$ cat src/sv/sbrf_pkg.sv
// ----------------------------------------------------------------------------
// Shared boundary run finder package
// Sizes, the command and status codes, the operation codes and the word
// format that the front end hands to the search engine through the queue.
// ----------------------------------------------------------------------------
package sbrf_pkg;

  localparam int MAX_VERTS   = 64;
  localparam int ID_BITS     = 32;
  localparam int VID_W       = 32;
  localparam int CMD_W       = 2;
  localparam int STATUS_W    = 2;
  localparam int OUT_IDX_W   = 6;
  localparam int IDX_W       = $clog2(MAX_VERTS);
  localparam int CNT_W       = $clog2(MAX_VERTS + 1);
  localparam int QUEUE_DEPTH = 4;
  localparam int QPTR_W      = $clog2(QUEUE_DEPTH);
  localparam int QCNT_W      = $clog2(QUEUE_DEPTH + 1);

  typedef enum logic [CMD_W-1:0] {
    CMD_CLEAR         = 2'd0,
    CMD_APPEND_PIECE  = 2'd1,
    CMD_APPEND_ORIGIN = 2'd2,
    CMD_COMPUTE       = 2'd3
  } cmd_e;

  typedef enum logic [STATUS_W-1:0] {
    ST_FOUND    = 2'd0,
    ST_NONE     = 2'd1,
    ST_WRAP     = 2'd2,
    ST_OVERFLOW = 2'd3
  } status_e;

  typedef enum logic [1:0] {
    OP_WR_PIECE  = 2'd0,
    OP_WR_ORIGIN = 2'd1,
    OP_COMPUTE   = 2'd2
  } op_e;

  typedef struct packed {
    op_e                op;
    logic [IDX_W-1:0]   addr;
    logic [ID_BITS-1:0] id;
    logic [CNT_W-1:0]   np;
    logic [CNT_W-1:0]   no;
    logic               ovf;
  } item_t;

endpackage

$ cat src/sv/sbrf_queue.sv
// ----------------------------------------------------------------------------
// Shared boundary run finder queue
// A short first-in first-out buffer of words between the front end and the
// search engine.
// ----------------------------------------------------------------------------
module sbrf_queue import sbrf_pkg::*; (
  input  logic  clk_i,
  input  logic  rst_ni,
  input  logic  push_i,
  input  item_t item_i,
  input  logic  pop_i,
  output item_t item_o,
  output logic  valid_o,
  output logic  full_o
);

  item_t             slots_q [QUEUE_DEPTH];
  logic [QPTR_W-1:0] wptr_q, wptr_d;
  logic [QPTR_W-1:0] rptr_q, rptr_d;
  logic [QCNT_W-1:0] cnt_q, cnt_d;

  assign item_o  = slots_q[rptr_q];
  assign valid_o = (cnt_q != '0);
  assign full_o  = (cnt_q == QCNT_W'(QUEUE_DEPTH));

  always_comb begin
    wptr_d = wptr_q;
    rptr_d = rptr_q;
    cnt_d  = cnt_q;
    if (push_i) begin
      wptr_d = wptr_q + QPTR_W'(1);
    end
    if (pop_i) begin
      rptr_d = rptr_q + QPTR_W'(1);
    end
    if (push_i && !pop_i) begin
      cnt_d = cnt_q + QCNT_W'(1);
    end else if (pop_i && !push_i) begin
      cnt_d = cnt_q - QCNT_W'(1);
    end
  end

  always_ff @(posedge clk_i) begin
    if (push_i) begin
      slots_q[wptr_q] <= item_i;
    end
  end

  always_ff @(posedge clk_i or negedge rst_ni) begin
    if (!rst_ni) begin
      wptr_q <= '0;
      rptr_q <= '0;
      cnt_q  <= '0;
    end else begin
      wptr_q <= wptr_d;
      rptr_q <= rptr_d;
      cnt_q  <= cnt_d;
    end
  end

endmodule

$ cat config.mk
export PLATFORM = sky130hd
export DESIGN_NAME = sbrf_queue
export DESIGN_NICKNAME = d
export VERILOG_FILES = /design/src/sv/sbrf_pkg.sv /design/src/sv/sbrf_queue.sv
export SDC_FILE = /design/constraint.sdc
export NUM_CORES = 1
export LEC_CHECK = 0
export BUFFER_PORTS_ARGS = -buffer_cell sky130_fd_sc_hd__buf_2
export CELL_PAD_IN_SITES_DETAIL_PLACEMENT = 0
export CELL_PAD_IN_SITES_GLOBAL_PLACEMENT = 1
export CORE_ASPECT_RATIO = 0.8
export CORE_MARGIN = 5
export CORE_UTILIZATION = 47
export DETAILED_ROUTE_END_ITERATION = 8
export GPL_ROUTABILITY_DRIVEN = 1
export GPL_TIMING_DRIVEN = 0
export PLACE_DENSITY_LB_ADDON = 0.25
export SLEW_MARGIN = 30
export SYNTH_ARGS = -nofsm -noshare
export SYNTH_HDL_FRONTEND = slang
export SYNTH_SLANG_ARGS = --single-unit
$ cat constraint.sdc
create_clock -name clk_i -period 2.7 [get_ports clk_i]
set_input_delay 0.54 -clock clk_i [delete_from_list [all_inputs] [get_ports clk_i]]
set_output_delay 0.54 -clock clk_i [all_outputs]
set_load 0.005 [all_outputs]
After elaboration in Yosys (flattened, before gate mapping)
Memories as Yosys holds them, arrays and structs flattened.
Index checks and enable logic that the tools add are counted.
{"block": "word_totals", "regBits": 7, "ram_bits": 220, "inputBits": 59, "output_inout_bits": 57, "wordCells": 19, "mem_count": 1}
{"block": "op_classes", "n_addsub": 4, "eq_ne": 1, "n_mux": 4, "n_reduce_logical": 6}
{"memory": "slots_q", "depth": 4, "width": 55, "rd": 1, "rd_clocked_by_memory_dff": 0, "write_ports": 1, "line": "sbrf_queue.sv:17", "source": "item_t slots_q [QUEUE_DEPTH];"}
{"cell": "$mux W3", "count": 2}
{"cell": "$add A2 B1 Y2 const B", "count": 2}
{"cell": "$add A3 B1 Y3 const B", "count": 1}
{"cell": "$eq A3 B3 Y1 const B", "count": 1}
{"cell": "$reduce_bool A3 Y1", "count": 1}
{"cell": "$sub A3 B1 Y3 const B", "count": 1}
{"cell": "$logic_and A1 B1 Y1", "count": 2}
{"cell": "$logic_not A1 Y1", "count": 2}
{"cell": "$mux W1", "count": 2}
{"cell": "$reduce_bool A2 Y1", "count": 1}

Logic depth before layout (Yosys ltp)
{"block": "logic_depth", "depth_word": 4, "mapped_depth": 7, "depth_no_buf": 7}

Worst setup path after synthesis
Ideal clock, no wire load.
{"block": "synth_timing", "path_kind": "register to register", "start": "reg wptr_q[0]", "end": "mem slots_q[2][0] (netlist bit), enable pin", "setup_time_ns": 0.418, "arrival_time_ns": 1.919, "required_ns": 2.282, "setup_slack_ns": 0.362, "path_stages_with_launch": 4, "path_buffers": 0, "period_less_slack_ns": 2.338, "cell_sequence": "dfrtp_1 -> inv_1 -> ha_1 -> and2_1"}
{"item": "start: declaration", "line": "sbrf_queue.sv:18", "source": "logic [QPTR_W-1:0] wptr_q, wptr_d;"}
{"item": "start signal: assignment", "line": "sbrf_queue.sv:55", "source": "wptr_q <= wptr_d;"}
{"item": "end: declaration", "line": "sbrf_queue.sv:17"}
No word-level cell before the write port.

==> results.yml <==
routing:
  ant_nets: 0
  vias: 3674
  drc: 0
  wl_met3_um: 963
  wl_met1_mm: 6.138
  top_layer: "met5"
  drt-initial-drc-count: 187
  drt-pass1-iter-count: 4
  post_drt_wl_per_cell_um: 20.38
  wirelength_mm: 14.39
  routed-wl-met2_mm: 6.948
  vias_per_cell: 5.204
place:
  port_buffers: 115
  pre_cts_ws_ns: 0.6030
  gp_congestion: 0.6686
  detailed_place_hpwl_mm: 8.996
  dp.cells: 665
critical_path:
  cp.arrival_ns: 2.04
  startpoint_type: "flip-flop"
  required_ns: 2.16
  endpoint_kind: "output pin"
  r2r-end: "slots_q[0][15]$_DFFE_PP_"
  r2r-start: "wptr_q[0]$_DFFE_PN0P_"
  ff2ff_path_depth: 4
  r2r_slack_ns: 1.01
  crit_fanout: 10
  crit_type: "reg2out"
clock_network:
  holdBufCountCts: 1
  cts.sinks: 227
  cts-root-buf: "clkbuf_16"
  cts_resized: 0
  clkSlewWorstSetupHoldPaths_ns: 0.06
  cts_tree: "done"
  cts_buffer_depth: 3
  cts.htree.levels: 1
  post_cts_buffers: 0
  numCtsBuffers: 23
  clkLatencyLatePin_ns: 0.49
logic_synthesis:
  ys_seq_elements: 227
  yosysTopAreaCellShare: 0.7935
  yosys.area.top_type: "edfxtp_1"
  synth_flop_cell: "edfxtp_1"
  synth-warning-count: 0
  syn_avg_cell_area_um2: 25.94
  synth_edf_count: 220
  netlist_top_cells_area: "edfxtp_1 79%, mux4_2 15%, dfrtp_1 2.1%"
  synthTopCellsByCount: "220 x edfxtp_1, 55 x mux4_2, 7 x dfrtp_1, 5 x buf_2, 5 x ha_1"
  synth_area_um2: 8325
  postSynthNetCount: 386
  synth_seq_area_share: 0.8145
  synth_most_common_cell: "edfxtp_1"
  synth.distinct_cells: 19
  syn_inst: 321
  synthArstFlopShare: 0.03084
die:
  rows: 43
  die-width_um: 158.8
  coreArea_um2: 17380
  ios: 116
  initial_core_util: 0.4791
  die-area_um2: 20490
  die_h_um: 129.0
power:
  powerDensity_nw_per_um2: 1053
  ir_drop_v: 0.0005050
  p_leak_uw: 0.003433
  p_total_uw: 10460
finish:
  syn_to_final_growth_pct: 19.33
  fillers: 1283
  drive_gt1_frac: 0.4521
  final_cell_count_no_fill: 706
  fin_nets: 531
timing:
  slew_viol_final: 0
  fin_skew_ns: 0.01080
  slew_headroom: 0.5568
  tightest_slew_ns: 0.6649
  period_needed_ns: 2.578
  fmax_mhz: 388.0
  fin_ws_ns: 0.1224
  setup_viol: 0
  final-hold-violation-count: 0
  fin_crit_sh: 0.9547
  rsz0062_at_grt: "no"
worst_hold_path:
  min_path_type: "in2reg"
  whs_path_depth: 1
  min_to: "slots_q[3][18]$_DFFE_PP_"
  hold_start: "item_i[18]"
global_routing:
  grt-ovfl-total: 0
  grt_usage: 0.1422
  grt_pass1_vias: 4036
  grt_start_max_net_pins: 32
  antenna_found_initial: 1
  grt_pass1_wl_mm: 22.48
run:
  max-cap-violations: 0
run_status:
  outcome: "completed"
kinds of logic after synthesis:
| family | Yosys count | share of synthesized area |
|---|---|---|
| multiplexers | 56 | 0.1501 |
| adder cells (fa/ha/maj) | 6 | 0.009919 |
| buffers and inverters | 16 | 0.01247 |
| XOR/XNOR | 6 | 0.006312 |
| flip-flops | 227 | 0.8145 |
| AND/OR/NAND/NOR | 9 | 0.006012 |
| AO/OA/AOI/OAI | 1 | 0.0006006 |
layout make-up:
type / count / area (um2) / area share
diodes: 1 / 2.502 / 0.0002519
plain buffers: 12 / 88.84 / 0.008942
clock buffers: 34 / 626.9 / 0.06310
clock inverters: 5 / 22.52 / 0.002267
inverters: 4 / 15.01 / 0.001511
multi-input cells: 78 / 1450 / 0.1460
flip-flops and latches: 227 / 6782 / 0.6826
well taps: 225 / 281.5 / 0.02834
repair buffers: 120 / 665.6 / 0.06700
worst max-delay path by stage:
stage | start | end | slack [ns] | cells after the start
5_1_grt | rptr_q[0]$_DFFE_PN0P_ | item_o[25] | 0.007 | 4
3_5_place_dp | rptr_q[0]$_DFFE_PN0P_ | item_o[25] | 0.60 | 4
6_report | rptr_q[0]$_DFFE_PN0P_ | item_o[25] | 0.12 | 4
4_1_cts | rptr_q[0]$_DFFE_PN0P_ | item_o[25] | 0.08 | 4
2_1_floorplan | wptr_q[0]$_DFFE_PN0P_ | slots_q[2][0]$_DFFE_PP_ | 0.36 | 3
3_3_place_gp | push_i | slots_q[0][14]$_DFFE_PP_ | -0.81 | 2
state kept, by name, indices dropped and copies added (netlist names):
signal	count
cnt_q	3
rptr_q	2
slots_q	220
wptr_q	2
layout by cell type (no fill, tap or decap), types with 4 or more instances in the layout:
cell type,n
mux4_2,55
xor2_1,4
clkbuf_16,23
buf_6,4
buf_12,4
clkbuf_1,11
buf_2,120
ha_1,5
edfxtp_1,220
dfrtp_1,7
and2_4,4
inv_1,4
where the power goes:
group	internal, uW	switching, uW	leakage (uW)	total (uW)
Clock	1590	1170	0.000317	2760
Sequential	4610	163	0.00210	4770
Combinational	1480	1440	0.00101	2920
Total	7690	2770	0.00343	10500
per-stage QoR:
| stage | utilization | hold WS, ns | setup TNS (ns) | cell area (um2) |
|---|---|---|---|---|
| floorplan | - | 0.2444 | 0 | 8325 |
| global placement | 0.5284 | 0.3885 | -170.24 | 9183 |
| detailed placement | 0.5336 | 0.3934 | 0 | 9273 |
| CTS | 0.5715 | 0.2443 | 0 | 9932 |
| global route | 0.5715 | 0.2451 | 0 | 9932 |
| finish | 0.5717 | 0.2596 | 0 | 9935 |
layer usage:
layer	GRT usage	up-vias
li1	-	1656
met1	0.1949	1884
met2	0.2292	106
met3	0.04261	26
met4	0.03490	2
met5	0	-
critical path, cell delays in order (launching register included):
cell and delay (ns):
dfrtp_1 0.43, buf_6 0.22, buf_6 0.21, mux4_2 0.53, buf_2 0.15
(Power assumes the default switching activity.)
