[src/sv/sbrf_pkg.sv]
// ----------------------------------------------------------------------------
// Shared boundary run finder package
// Sizes, the command and status codes, the operation codes and the word
// format that the front end hands to the search engine through the queue.
// ----------------------------------------------------------------------------
package sbrf_pkg;

  localparam int MAX_VERTS   = 64;
  localparam int ID_BITS     = 32;
  localparam int VID_W       = 32;
  localparam int CMD_W       = 2;
  localparam int STATUS_W    = 2;
  localparam int OUT_IDX_W   = 6;
  localparam int IDX_W       = $clog2(MAX_VERTS);
  localparam int CNT_W       = $clog2(MAX_VERTS + 1);
  localparam int QUEUE_DEPTH = 4;
  localparam int QPTR_W      = $clog2(QUEUE_DEPTH);
  localparam int QCNT_W      = $clog2(QUEUE_DEPTH + 1);

  typedef enum logic [CMD_W-1:0] {
    CMD_CLEAR         = 2'd0,
    CMD_APPEND_PIECE  = 2'd1,
    CMD_APPEND_ORIGIN = 2'd2,
    CMD_COMPUTE       = 2'd3
  } cmd_e;

  typedef enum logic [STATUS_W-1:0] {
    ST_FOUND    = 2'd0,
    ST_NONE     = 2'd1,
    ST_WRAP     = 2'd2,
    ST_OVERFLOW = 2'd3
  } status_e;

  typedef enum logic [1:0] {
    OP_WR_PIECE  = 2'd0,
    OP_WR_ORIGIN = 2'd1,
    OP_COMPUTE   = 2'd2
  } op_e;

  typedef struct packed {
    op_e                op;
    logic [IDX_W-1:0]   addr;
    logic [ID_BITS-1:0] id;
    logic [CNT_W-1:0]   np;
    logic [CNT_W-1:0]   no;
    logic               ovf;
  } item_t;

endpackage

[src/sv/sbrf_front.sv]
// ----------------------------------------------------------------------------
// Shared boundary run finder front end
// Decodes each accepted word, keeps the list counts and the overflow flag,
// and turns computes and appends that fit into queue words for the engine.
// ----------------------------------------------------------------------------
module sbrf_front import sbrf_pkg::*; (
  input  logic             clk_i,
  input  logic             rst_ni,
  input  logic             accept_i,
  input  logic [CMD_W-1:0] command_i,
  input  logic [VID_W-1:0] vertex_id_i,
  output logic             push_o,
  output item_t            item_o
);

  logic [CNT_W-1:0] pc_q, pc_d;
  logic [CNT_W-1:0] oc_q, oc_d;
  logic             ovf_q, ovf_d;

  always_comb begin
    pc_d        = pc_q;
    oc_d        = oc_q;
    ovf_d       = ovf_q;
    push_o      = 1'b0;
    item_o.op   = OP_COMPUTE;
    item_o.addr = '0;
    item_o.id   = ID_BITS'(vertex_id_i);
    item_o.np   = pc_q;
    item_o.no   = oc_q;
    item_o.ovf  = ovf_q;
    if (accept_i) begin
      case (cmd_e'(command_i))
        CMD_CLEAR: begin
          pc_d  = '0;
          oc_d  = '0;
          ovf_d = 1'b0;
        end
        CMD_APPEND_PIECE: begin
          if (pc_q < CNT_W'(MAX_VERTS)) begin
            push_o      = 1'b1;
            item_o.op   = OP_WR_PIECE;
            item_o.addr = pc_q[IDX_W-1:0];
            pc_d        = pc_q + CNT_W'(1);
          end else begin
            ovf_d = 1'b1;
          end
        end
        CMD_APPEND_ORIGIN: begin
          if (oc_q < CNT_W'(MAX_VERTS)) begin
            push_o      = 1'b1;
            item_o.op   = OP_WR_ORIGIN;
            item_o.addr = oc_q[IDX_W-1:0];
            oc_d        = oc_q + CNT_W'(1);
          end else begin
            ovf_d = 1'b1;
          end
        end
        CMD_COMPUTE: begin
          push_o = 1'b1;
        end
        default: begin
        end
      endcase
    end
  end

  always_ff @(posedge clk_i or negedge rst_ni) begin
    if (!rst_ni) begin
      pc_q  <= '0;
      oc_q  <= '0;
      ovf_q <= 1'b0;
    end else begin
      pc_q  <= pc_d;
      oc_q  <= oc_d;
      ovf_q <= ovf_d;
    end
  end

endmodule

[config.mk]
export PLATFORM = sky130hd
export DESIGN_NAME = sbrf_front
export DESIGN_NICKNAME = d
export VERILOG_FILES = /design/src/sv/sbrf_pkg.sv /design/src/sv/sbrf_front.sv
export SDC_FILE = /design/constraint.sdc
export NUM_CORES = 1
export LEC_CHECK = 0
export BUFFER_PORTS_ARGS = -buffer_cell sky130_fd_sc_hd__buf_2
export CORE_UTILIZATION = 37
export CTS_CLUSTER_DIAMETER = 40
export DETAILED_ROUTE_END_ITERATION = 12
export PLACE_DENSITY = 0.86
export SLEW_MARGIN = 40
export SYNTH_ARGS = -nofsm -noshare
export SYNTH_HDL_FRONTEND = slang
export SYNTH_SLANG_ARGS = --single-unit
[constraint.sdc]
create_clock -name clk_i -period 1.5 [get_ports clk_i]
set_input_delay 0.3 -clock clk_i [delete_from_list [all_inputs] [get_ports clk_i]]
set_output_delay 0.3 -clock clk_i [all_outputs]
set_load 0.05 [all_outputs]
After elaboration in Yosys (flattened, before gate mapping) --
Cells that the tools add are included.
Storage, ports and cells: register bits 15, bits of input ports 37, output and inout bits 56, logic and storage cells 36
Operators by class: add/subtract/negate cells 2, magnitude comparators 2, equality and inequality tests 7, mux-type cells 15, reduce and logical (&&, ||, !) cells 7
Operators by type and width (count):
- $pmux 7 s2 | 2
- $mux 8 | 3
- $pmux 8 s2 | 1
- $add 7x1->7 const B | 2
- $lt 7x7->1 const B | 2
- $mux 7 | 2
- $ne 2x2->1 const B | 4
- $pmux 1 s3 | 2
- $reduce_and 3->1 | 2
- $mux 1 | 5
- $eq 2x2->1 const B | 2
- $reduce_and 4->1 | 1
- $reduce_bool 2->1 | 2
- $reduce_bool 3->1 | 1
- $eq 2x1->1 const B | 1
- $logic_not 2->1 | 1

Logic depth before layout (Yosys ltp) --
Gate-level depths: netlist of run 1.
depth after elaboration 4, depth in mapped cells 7, mapped depth without buffers 6

Worst setup path after synthesis of run 1 --
OpenSTA, ideal clock, no wires.
path type flip-flop to output port, start point reg oc_q[6], end point out push_o, data arrival time 2.250 ns, required time 1.200 ns, path slack -1.050 ns, cell stages (with the launch flop) 5, path buffers 1, cells stage by stage dfrtp_1 > and2b_4 > buf_6 > nor3_1 > nor3b_1
Between the ends: word-level cells in the longest chain between the ends 4
Ends and longest elaborated chain:
- from (decl) | line sbrf_front.sv:17 | logic [CNT_W-1:0] oc_q, oc_d;
- from (signal assigned) | line sbrf_front.sv:70 | oc_q <= '0;
- from (signal assigned) | line sbrf_front.sv:74 | oc_q <= oc_d;
- $lt 7x7->1 | line sbrf_front.sv:49 | if (oc_q < CNT_W'(MAX_VERTS)) begin
- $mux 1 | line sbrf_front.sv:49
- $pmux 1 s3 | line sbrf_front.sv:32 | case (cmd_e'(command_i))
- $mux 1 | line sbrf_front.sv:31 | if (accept_i) begin
- to (decl) | line sbrf_front.sv:12 | output logic push_o,
No other way between the ends.

Worst setup path in the final report of run 1 --
Ends and elaborated chain as after synthesis.

==> results of run 1 <==
registers in the layout, indices dropped and copies added, names as in the netlist:
| signal | count |
|---|---|
| ovf_q | 1 |
| oc_q | 7 |
| pc_q | 7 |
area by class of cell:
type	instances	area, um2	share of cell area
repair buffers	52	418	0.244
inverters	3	11.3	0.00657
well taps	46	57.6	0.0336
flip-flops and latches	15	382	0.223
multi-input cells	91	818	0.478
clock buffers	4	26.3	0.0153
cell families after synthesis:
group,after synthesis
AOI/OAI and AO/OA,30
muxes,3
xor gates and xnor gates,4
adders and majority gates,9
DFF,15
and+or+nand+nor,44
buffers and inverters,40
power groups by stage:
stage	logic, mW	registers (mW)	clock network, mW
floorplan	0.541	0.847	0
global placement	0.763	0.598	0
detailed placement	0.774	0.606	0
CTS	0.831	0.606	0.240
global route	0.891	0.633	0.274
finish	0.841	0.614	0.240
layout by cell type, fill, tap and decap left out, types with 2 or more instances in the layout:
master | Yosys | final
a22o_1 | 6 | 6
a22oi_2 | 0 | 5
and2b_4 | 1 | 2
buf_2 | 1 | 19
buf_4 | 33 | 21
buf_6 | 2 | 4
buf_8 | 0 | 6
clkbuf_4 | 0 | 3
dfrtp_1 | 15 | 10
dfrtp_2 | 0 | 5
ha_1 | 9 | 7
ha_4 | 0 | 2
inv_2 | 0 | 2
mux2_4 | 1 | 2
nand2_1 | 12 | 11
nand2b_1 | 3 | 3
nand4_1 | 2 | 2
nor2_1 | 12 | 6
nor2_4 | 0 | 6
nor2b_1 | 2 | 2
o21ai_0 | 7 | 7
o21ai_1 | 4 | 3
o31ai_1 | 2 | 2
xnor2_1 | 2 | 2
xor2_1 | 2 | 2
critical path, cell delays in order, from the launching register on:
cell     delay, ps
dfrtp_2        430
and2b_4        320
nor3_2          70
nor3b_4        170
buf_6          180
worst paths after layout:
| kind | startpoint | end | slack, ps | depth (start not counted) |
|---|---|---|---|---|
| setup / recovery | oc_q[6]$_DFFE_PN0P_ | push_o | -260 | 4 |
| hold / removal | rst_ni | ovf_q$_DFFE_PN0P_ | 430 | 2 |
| setup reg to reg | oc_q[6]$_DFFE_PN0P_ | ovf_q$_DFFE_PN0P_ | 30 | 4 |
| hold reg to reg | ovf_q$_DFFE_PN0P_ | ovf_q$_DFFE_PN0P_ | 540 | 1 |
| max in group asynchronous | rst_ni | pc_q[6]$_DFFE_PN0P_ | 810 | 2 |
| min in group clk_i | accept_i | ovf_q$_DFFE_PN0P_ | 520 | 3 |
metrics by stage:
stage               hold slack, ps  setup TNS [ps]  worst slack, ps  cell area, um2
finish                         431           -1820             -264            1710
global route                   456           -2310             -316            1710
CTS                            449           -1680             -250            1680
detailed placement             215           -2680             -274            1490
global placement               217           -2320             -263            1490
floorplan                     4.41           -1350             -303            1410
metal layers:
metal | track usage | up-vias | wire length (um)
met4 | 0.0698 | 0 | 80
li1 | - | 510 | -
met2 | 0.280 | 36 | 1460
met5 | 0 | - | 0
met1 | 0.229 | 505 | 1300
met3 | 0.0600 | 10 | 195
what timing repair did:
item,4_1_cts,5_1_grt
pin swaps,10,4
hold buffers,1,0
setup buffers,3,2
setup endpoints to repair,9,11
resized for setup,34,7
endpoints found under the hold margin,15,0
cloned,1,0
==> summary.md, run 1 <==
| Metric | Value |
|---|---|
| Status | finished with violations |
| RSZ-0062 raised after global routing | yes |
| Multiplexer share of the synthesized area | 0.0273 |
| CTS root buf | clkbuf_4 |
| Syn Nets | ~190 |
| Startpoint Class | register |
| Antenna viol nets, final | 0 |
| DP Wirelength | approximately 2.2 mm |
| Syn Area/Cell | 9.16 um2 |
| Lkg Pwr | about 0.8 nW |
| Crit path capture type | output pin |
| Clk pwr share | 0.142 |
| Sw Pwr | 0.818 mW |
| GRT Util Overall | 0.179 |
| Post-Route WL | approximately 3.0 mm |
| Die X | between 60 and 70 um |
| Largest net degree at the start of global routing | 16 |
| Via count | approximately 1100 |
| Violated checks | negative setup slack |
| Antenna violations before repair | 0 |
| Final min period | roughly 1800 ps |
| Slew margin rel. | 0.742 |
| Class of the worst hold path | in2async |
| Num CTS Buffers | 3 |
| Slew @ Worst Pin | 385 ps |
| Vias in the first global route | ~1000 |
| Final Util | 0.505 |
| Clock latency on the worst-skew pair | 290 ps |
| Netlist Area Pre-Place | about 1300 um2 |
| Post-DR wirelength/cell | 14.4 um |
| DIE AREA | ~3800 um2 |
| Largest area contributor in the netlist | dfrtp_1 |
| Synth top cells by count | buf_4 (33), dfrtp_1 (15), nand2_1 (12), nor2_1 (12), ha_1 (9) |
| Seq/Total Area, Yosys | 0.282 |
| Flop pwr share | 0.362 |
| Buffer depth of the longest clock path | 2 |
| Flops & latches, synth | 15 |
| Starting Density | 0.392 |
| Worst-path clk slew | around 90 ps |
| FFs w/ async S/R, synth | 1.00 |
| IO Count | 93 |
| Ranking of synthesized cells by area | dfrtp_1 (28%), buf_4 (19%), ha_1 (8.5%) |
| CP arrival | 1460 ps |
| # rows | 21 |
| Clock sink count | 15 |
| Max rail drop VDD | around 0.64 mV |
| Xor/xnor cell area share of the yosys netlist | 0.0264 |
| Net count, final | 212 |
| Layout cells sized above 1 | 0.558 |
| Max-cap check violation count | 0 |
| Area of the core | 3390 um2 |
| Max frequency | about 570 MHz |
| Grt total ovfl | 0 |
| Port Buffer Count | 28 |
| Adder-cell area share of the yosys netlist | 0.0847 |
| Worst Setup Slack, final | -264 ps |
| Ant. Diodes | 0 |
| Final worst clock skew | ~0.36 ps |
| Die H | 61.9 um |
| Period Utilization, post-route | 1.18 |
| First-pass GRT wire length | between 4 and 5 mm |
| Switching portion of total power | 0.483 |
| Fillers | 289 |
| Area Growth Syn to Fin | 28.9% |
| Post-Syn Instances | 145 |
| Via/cell ratio | approximately 5.0 |
| Post-synth cell types | 39 |
| H-Tree Depth | 1 |
| Drt first-iter violations | 34 |
| Drt drc | 0 |
| CP Data Required Time | about 1200 ps |
| Top cell type's share of synthesized area | 0.282 |
| Gpl congestion | between 0.8 and 0.9 |
| Ys Warns | 0 |
| Kind of critical path | reg2out |
| Final Hold Vio Count | 0 |
| Most numerous cell in the Yosys netlist | buf_4 |
| Drt first pass iters | 4 |
| Worst Path Max Fanout | 6 |
| Combinational Power Share | 0.496 |
| Pwr per Cell Area | slightly below 1000 nW/um2 |
| Setup violators final | 9 |
| Placed Cells | 202 |
| Simple-Gate Fraction of Synth Area | 0.195 |
| Count of pins over their slew limit | 0 |
| Final std cells w/o fill | between 200 and 250 |
| EDFF count, synth | 0 |
| Internal power | ~0.9 mW |
| Total power | 1.69 mW |
| Synth Area in Compound Gates | 0.166 |
| CTS tree | yes |
| Largest family of logic cells by synthesized area | buffers and inverters |
| Main flop type after synthesis | dfrtp_1 |
No activity file was read; power rests on OpenSTA's default activity.
==> run 2: changes to the inputs <==
--- a/config.mk
+++ b/config.mk
@@ -6,10 +6,13 @@
 export NUM_CORES = 1
 export LEC_CHECK = 0
 export BUFFER_PORTS_ARGS = -buffer_cell sky130_fd_sc_hd__buf_2
-export CORE_UTILIZATION = 37
+export CAP_MARGIN = 10
+export CELL_PAD_IN_SITES_DETAIL_PLACEMENT = 0
+export CELL_PAD_IN_SITES_GLOBAL_PLACEMENT = 1
+export CORE_UTILIZATION = 26
 export CTS_CLUSTER_DIAMETER = 40
 export DETAILED_ROUTE_END_ITERATION = 12
-export PLACE_DENSITY = 0.86
+export PLACE_DENSITY = 0.87
 export SLEW_MARGIN = 40
 export SYNTH_ARGS = -nofsm -noshare
 export SYNTH_HDL_FRONTEND = slang
==> run 2 against run 1 <==
The run still ends with negative setup slack left. Die area increased by 41%. Power up 6.1%. Hold slack improved by 14 ps. Via count grew 0.47%. Largest power group unchanged.
==> summary.md, run 2 (synthesized netlist as in run 1, its figures left out) <==
| Metric | Value |
|---|---|
| Lkg Pwr | 0.821 nW (+3.0%) |
| DP Wirelength | 2.39 mm (+7.4%) |
| Commonest non-fill, non-tap cell in the layout | buf_4 |
| Slew margin rel. | 0.742 (about the same) |
| Worst Setup Slack, final | -215 ps (+49.4 ps) |
| Net count, final | 216 (+1.9%) |
| Layout cells sized above 1 | 0.574 (+0.0164) |
| Area of the core | 4820 um2 (+42%) |
| Clock latency on the worst-skew pair | 250 ps (-40 ps) |
| Vias in the first global route | 1051 (+1.4%) |
| Final min period | 1710 ps (-49.4 ps) |
| Crit path capture type | output pin |
| Post-DR wirelength/cell | 13.4 um (-6.8%) |
| Worst reg2reg setup slack | -130 ps (-160 ps) |
| Buffer depth of the longest clock path | 2 (unchanged) |
| Fillers | 501 (+73%) |
| First-pass GRT wire length | 5.04 mm (+1.7%) |
| Multi-input logic area | 810 um2 (-1.1%) |
| Worst Path Max Fanout | 5 (-1) |
| RSZ-0062 raised after global routing | yes |
| Ant. Diodes | 0 (unchanged) |
| Status | finished with violations |
| Cells along the critical path | and2b_4, nor3_4, nor3b_4, buf_6 |
| Slew @ Worst Pin | 384 ps (-0.976 ps) |
| Port Buffer Count | 28 (unchanged) |
| Via count | 1066 (+0.47%) |
| Final worst clock skew | 1.20 ps (+0.838 ps) |
| IO Count | 93 (unchanged) |
| CP arrival | 1410 ps (-50 ps) |
| Drt drc | 0 (unchanged) |
| Startpoint Class | register |
| Count of pins over their slew limit | 0 (unchanged) |
| Total power | 1.80 mW (+6.1%) |
| Max-cap check violation count | 0 (unchanged) |
| Largest net degree at the start of global routing | 16 (unchanged) |
| Violated checks | negative setup slack |
| Gpl congestion | 0.773 (-5.8%) |
| Slowest stage delay, CP | 430 ps (about the same) |
| Kind of critical path | reg2out |
| CP Data Required Time | 1200 ps (about the same) |
| Starting Density | 0.276 (-0.116) |
| Pre-CTS WS | -281 ps (-7.13 ps) |
| Class of the worst hold path | in2reg |
| Drt first pass iters | 4 (unchanged) |
| H-Tree Depth | 1 (unchanged) |
| Die X | 73.5 um (+19%) |
| Max rail drop VDD | 0.511 mV (-21%) |
| Area Growth Syn to Fin | 35.1% |
| Period Utilization, post-route | 1.14 (-0.0329) |
| Max frequency | 583 MHz (+2.9%) |
| Antenna violations before repair | 0 (unchanged) |
| Cell at the slowest stage of the critical path | dfrtp_2 |
| Setup violators final | 10 (+1) |
| Num CTS Buffers | 3 (unchanged) |
| Final Hold Vio Count | 0 (unchanged) |
| Grt total ovfl | 0 (unchanged) |
| Pwr per Cell Area | 1000 nW/um2 (+1.3%) |
| # rows | 25 (+19%) |
| Most frequent cells in the layout | buf_4 (26), buf_2 (17), nand2_1 (11) |
| FF+latch area | 382 um2 (unchanged) |
| Antenna viol nets, final | 0 (unchanged) |
| Clock sink count | 15 (unchanged) |
| DIE AREA | 5400 um2 (+41%) |
| Biggest regs | oc_q (7), pc_q (7), ovf_q (1) |
| Final Util | 0.373 (-0.133) |
| Die H | 73.5 um (+19%) |
| Post-Route WL | 3.17 mm (+4.2%) |
| Via/cell ratio | 4.52 (-10%) |
| Worst-path clk slew | 60 ps (-30 ps) |
| CTS tree | yes |
| CTS root buf | clkbuf_8 |
| Drt first-iter violations | 43 (+26%) |
| GRT Util Overall | 0.126 (-0.0535) |
run 2: path summary, 6_finish.rpt:
check / cells past startpoint / startpoint / end
worst max-delay path: 4 / oc_q[6]$_DFFE_PN0P_ / push_o
worst min register to register: 1 / ovf_q$_DFFE_PN0P_ / ovf_q$_DFFE_PN0P_
worst max register to register: 5 / oc_q[6]$_DFFE_PN0P_ / ovf_q$_DFFE_PN0P_
worst min-delay path: 3 / accept_i / pc_q[0]$_DFFE_PN0P_
max in group asynchronous: 2 / rst_ni / oc_q[0]$_DFFE_PN0P_
min in group asynchronous: 2 / rst_ni / ovf_q$_DFFE_PN0P_
run 2: area by class of cell:
cell class                 instances  area share
clock buffer                       4      0.0251
inverter                           3     0.00627
timing repair buffer              56       0.259
tap                               67      0.0467
sequential                        15       0.213
multi-input combinational         91       0.451
run 2: power breakdown:
group | switching, mW | internal (mW)
logic | 0.570 | 0.310
registers | 0.111 | 0.485
clock network | 0.135 | 0.188
total | 0.816 | 0.983
run 2: repair_timing:
action	CTS	global route
gates resized for setup	25	20
hold endpoints to repair	15	0
pin swaps	3	11
hold buffers	1	0
cloned	1	0
setup buffers	1	1
endpoints found under the setup margin	10	11
run 2: per-stage QoR:
| stage | std cells | cell area, um2 | TNS [ps] | hold WS, ps |
|---|---|---|---|---|
| detailed placement | 228 | 1550 | -2900 | 226 |
| global route | 236 | 1800 | -2040 | 453 |
| floorplan | 145 | 1410 | -1350 | 4.41 |
| finish | 236 | 1800 | -1620 | 445 |
| CTS | 235 | 1710 | -1800 | 443 |
| global placement | 228 | 1550 | -2770 | 219 |
run 2: critical path, delay by kind of cell (launching register included):
family                 cells  cell delay [ps]
flip-flops                 1              430
AND/OR/NAND/NOR            3              560
buffers and inverters      1              180
run 2: metal layers:
metal	routed length, um	vias up	part of all wire	global-route usage
li1	-	520	-	-
met4	41	0	0.013	0.0491
met5	0	-	0	0
met3	201	7	0.063	0.0384
met1	1440	513	0.45	0.152
met2	1490	26	0.47	0.208
==> run 3: changes to the inputs <==
--- a/config.mk
+++ b/config.mk
@@ -12,7 +12,7 @@
 export CORE_UTILIZATION = 26
 export CTS_CLUSTER_DIAMETER = 40
 export DETAILED_ROUTE_END_ITERATION = 12
-export PLACE_DENSITY = 0.87
+export PLACE_DENSITY_LB_ADDON = 0.05
 export SLEW_MARGIN = 40
 export SYNTH_ARGS = -nofsm -noshare
 export SYNTH_HDL_FRONTEND = slang
==> run 3 against run 2 <==
The run still ends with negative setup slack left. Register-to-register slack better by 170 ps. Sequential share of layout area is 0.059 points lower. Critical path depth is the same. Clock skew grew 1.3 ps. Maximum frequency grew 1.0%. Power grew 2.2%. Via count rose by 1.7%. Routed wire length up 10%. Final area rose by 0.28%. Count of clock-buffer cells in the layout is 1 lower. First-iteration DRC count up 33%. Non-clock buffer count rose by 1.
==> summary.md, run 3 (synthesized netlist as in run 1, its figures left out) <==
| Metric | Value |
|---|---|
| Vias in the first global route | 1132 (+7.7%) |
| Port Buffer Count | 28 (unchanged) |
| Biggest regs | oc_q (7), pc_q (7), ovf_q (1) |
| Cell at the slowest stage of the critical path | dfrtp_2 |
| Startpoint Class | register |
| Ant. Diodes | 0 (unchanged) |
| Slew @ Worst Pin | 372 ps (-12.0 ps) |
| RR Startpoint | oc_q[6]$_DFFE_PN0P_ |
| Lkg Pwr | 0.838 nW (+2.0%) |
| Drt first pass iters | 4 (unchanged) |
| Drt first-iter violations | 57 (+33%) |
| Cells along the critical path | and2b_4, nor3_4, nor3b_4, buf_6 |
| Most frequent cells in the layout | buf_4 (27), buf_2 (18), nand2_1 (11) |
| Post-Route WL | 3.49 mm (+10%) |
| First-pass GRT wire length | 5.76 mm (+14%) |
| Violated checks | negative setup slack |
| Net count, final | 217 (+0.46%) |
| Flop pwr share | 0.325 (-0.006) |
| Slowest stage delay, CP | 410 ps (-20 ps) |
| Min Hold Slack | 500 ps (+54.5 ps) |
| Worst Setup Slack, final | -198 ps (+17.0 ps) |
| IO Count | 93 (unchanged) |
| Final Hold Vio Count | 0 (unchanged) |
| CP Launch Point | oc_q[6]$_DFFE_PN0P_ |
| Switching portion of total power | 0.459 (+0.00515) |
| Area Growth Syn to Fin | 35.5% |
| RSZ-0062 raised after global routing | yes |
| Worst-path clk slew | 70 ps (about the same) |
| Gpl congestion | 0.725 (-6.1%) |
| Largest net degree at the start of global routing | 16 (unchanged) |
| Class of the worst hold path | in2async |
| Worst Path Max Fanout | 5 (unchanged) |
| CTS tree | yes |
| Period Utilization, post-route | 1.13 (-0.0113) |
| Setup crit end | push_o |
| Pre-CTS WS | -317 ps (-36.2 ps) |
| CP arrival | 1400 ps (about the same) |
| Max-cap check violation count | 0 (unchanged) |
| Cell area after layout | 1800 um2 (+0.28%) |
| Area of the core | 4820 um2 (unchanged) |
| Sw Pwr | 0.843 mW (+3.4%) |
| # rows | 25 (unchanged) |
| Via/cell ratio | 4.57 (+1.3%) |
| Drt drc | 0 (unchanged) |
| Reg-to-Reg End | ovf_q$_DFFE_PN0P_ |
| DIE AREA | 5400 um2 (unchanged) |
| DP Wirelength | 2.71 mm (+13%) |
| Pwr per Cell Area | 1020 nW/um2 (+1.9%) |
| Via count | 1084 (+1.7%) |
| GRT Util Overall | 0.141 (+0.0153) |
| Max frequency | 589 MHz (+1.0%) |
| Count of pins over their slew limit | 0 (unchanged) |
| Max rail drop VDD | 0.483 mV (-5.3%) |
| Antenna viol nets, final | 0 (unchanged) |
| Final min period | 1700 ps (-17.0 ps) |
| Clock latency on the worst-skew pair | 250 ps (about the same) |
| Final worst clock skew | 2.49 ps (+1.29 ps) |
| Clk pwr share | 0.185 (+0.005) |
| Grt total ovfl | 0 (unchanged) |
| Internal power | 0.995 mW (+1.3%) |
| Die X | 73.5 um (unchanged) |
| Setup violators final | 9 (-1) |
| Starting Density | 0.276 (unchanged) |
| Crit path capture type | output pin |
| Slew margin rel. | 0.752 (+0.00973) |
| Dpl cell area | 1560 um2 (+0.48%) |
| CTS root buf | clkbuf_8 |
| R2R cell count | 4 (-1) |
| H-Tree Depth | 1 (unchanged) |
| Die H | 73.5 um (unchanged) |
| Buffer depth of the longest clock path | 2 (unchanged) |
| Kind of critical path | reg2out |
| CP Data Required Time | 1200 ps (about the same) |
| Antenna violations before repair | 0 (unchanged) |
| Status | finished with violations |
| Worst reg2reg setup slack | 40 ps (+170 ps) |
| Post-DR wirelength/cell | 14.7 um (+9.5%) |
| Num CTS Buffers | 3 (unchanged) |
| Commonest non-fill, non-tap cell in the layout | buf_4 |
| Clock sink count | 15 (unchanged) |
| Layout cells sized above 1 | 0.588 (+0.0143) |
| Combinational Power Share | 0.490 (about the same) |
==> run 3: worst min path at each step <==
| stage | start | endpoint | cells past startpoint |
|---|---|---|---|
| 2_1_floorplan | rst_ni | oc_q[0]$_DFFE_PN0P_ | 0 |
| 3_3_place_gp | rst_ni | ovf_q$_DFFE_PN0P_ | 1 |
| 3_5_place_dp | rst_ni | ovf_q$_DFFE_PN0P_ | 1 |
| 4_1_cts | rst_ni | oc_q[4]$_DFFE_PN0P_ | 2 |
| 5_1_grt | rst_ni | oc_q[4]$_DFFE_PN0P_ | 2 |
| 6_report | rst_ni | oc_q[4]$_DFFE_PN0P_ | 2 |
==> run 3: layout make-up <==
| type | count | area (um2) |
|---|---|---|
| clock buffers | 3 | 41.3 |
| clock inverters | 1 | 5.00 |
| fillers | 522 | 3020 |
| inverters | 3 | 13.8 |
| multi-input cells | 91 | 828 |
| flip-flops and latches | 15 | 382 |
| well taps | 67 | 83.8 |
| repair buffers | 57 | 447 |
==> run 3: repair_timing <==
action | CTS | global route
pin swaps | 13 | 4
setup endpoints to repair | 9 | 10
gates resized for setup | 41 | 2
hold endpoints to repair | 15 | 0
hold buffers | 1 | 0
gates cloned | 1 | 0
buffers inserted | 2 | 1
==> run 3: critical path, delay by kind of cell (launching register included) <==
kind                   cells  cell delay (ps)
AND/OR/NAND/NOR            3              550
buffers and inverters      1              180
flip-flops                 1              410
==> run 3: per-layer routing <==
layer	track usage	share of wire
met3	0.0412	0.063
met2	0.229	0.48
met5	0	0
met4	0.0556	0.014
met1	0.175	0.45
==> run 3: power by group through the flow <==
stage	Clock, mW	Combinational [mW]	Sequential [mW]
6_report	0.340	0.902	0.597
5_1_grt	0.373	0.966	0.612
4_1_cts	0.365	0.914	0.599
3_5_place_dp	0	0.848	0.594
3_3_place_gp	0	0.848	0.591
2_1_floorplan	0	0.541	0.847
==> run 3: stage by stage <==
step                utilization  TNS (ps)  std cells  total power, mW
detailed placement        0.324     -3060        229             1.44
global placement          0.324     -3050        229             1.44
floorplan                     -     -1350        145             1.39
finish                    0.374     -1410        237             1.84
CTS                       0.373     -1530        237             1.88
global route              0.374     -1930        237             1.95
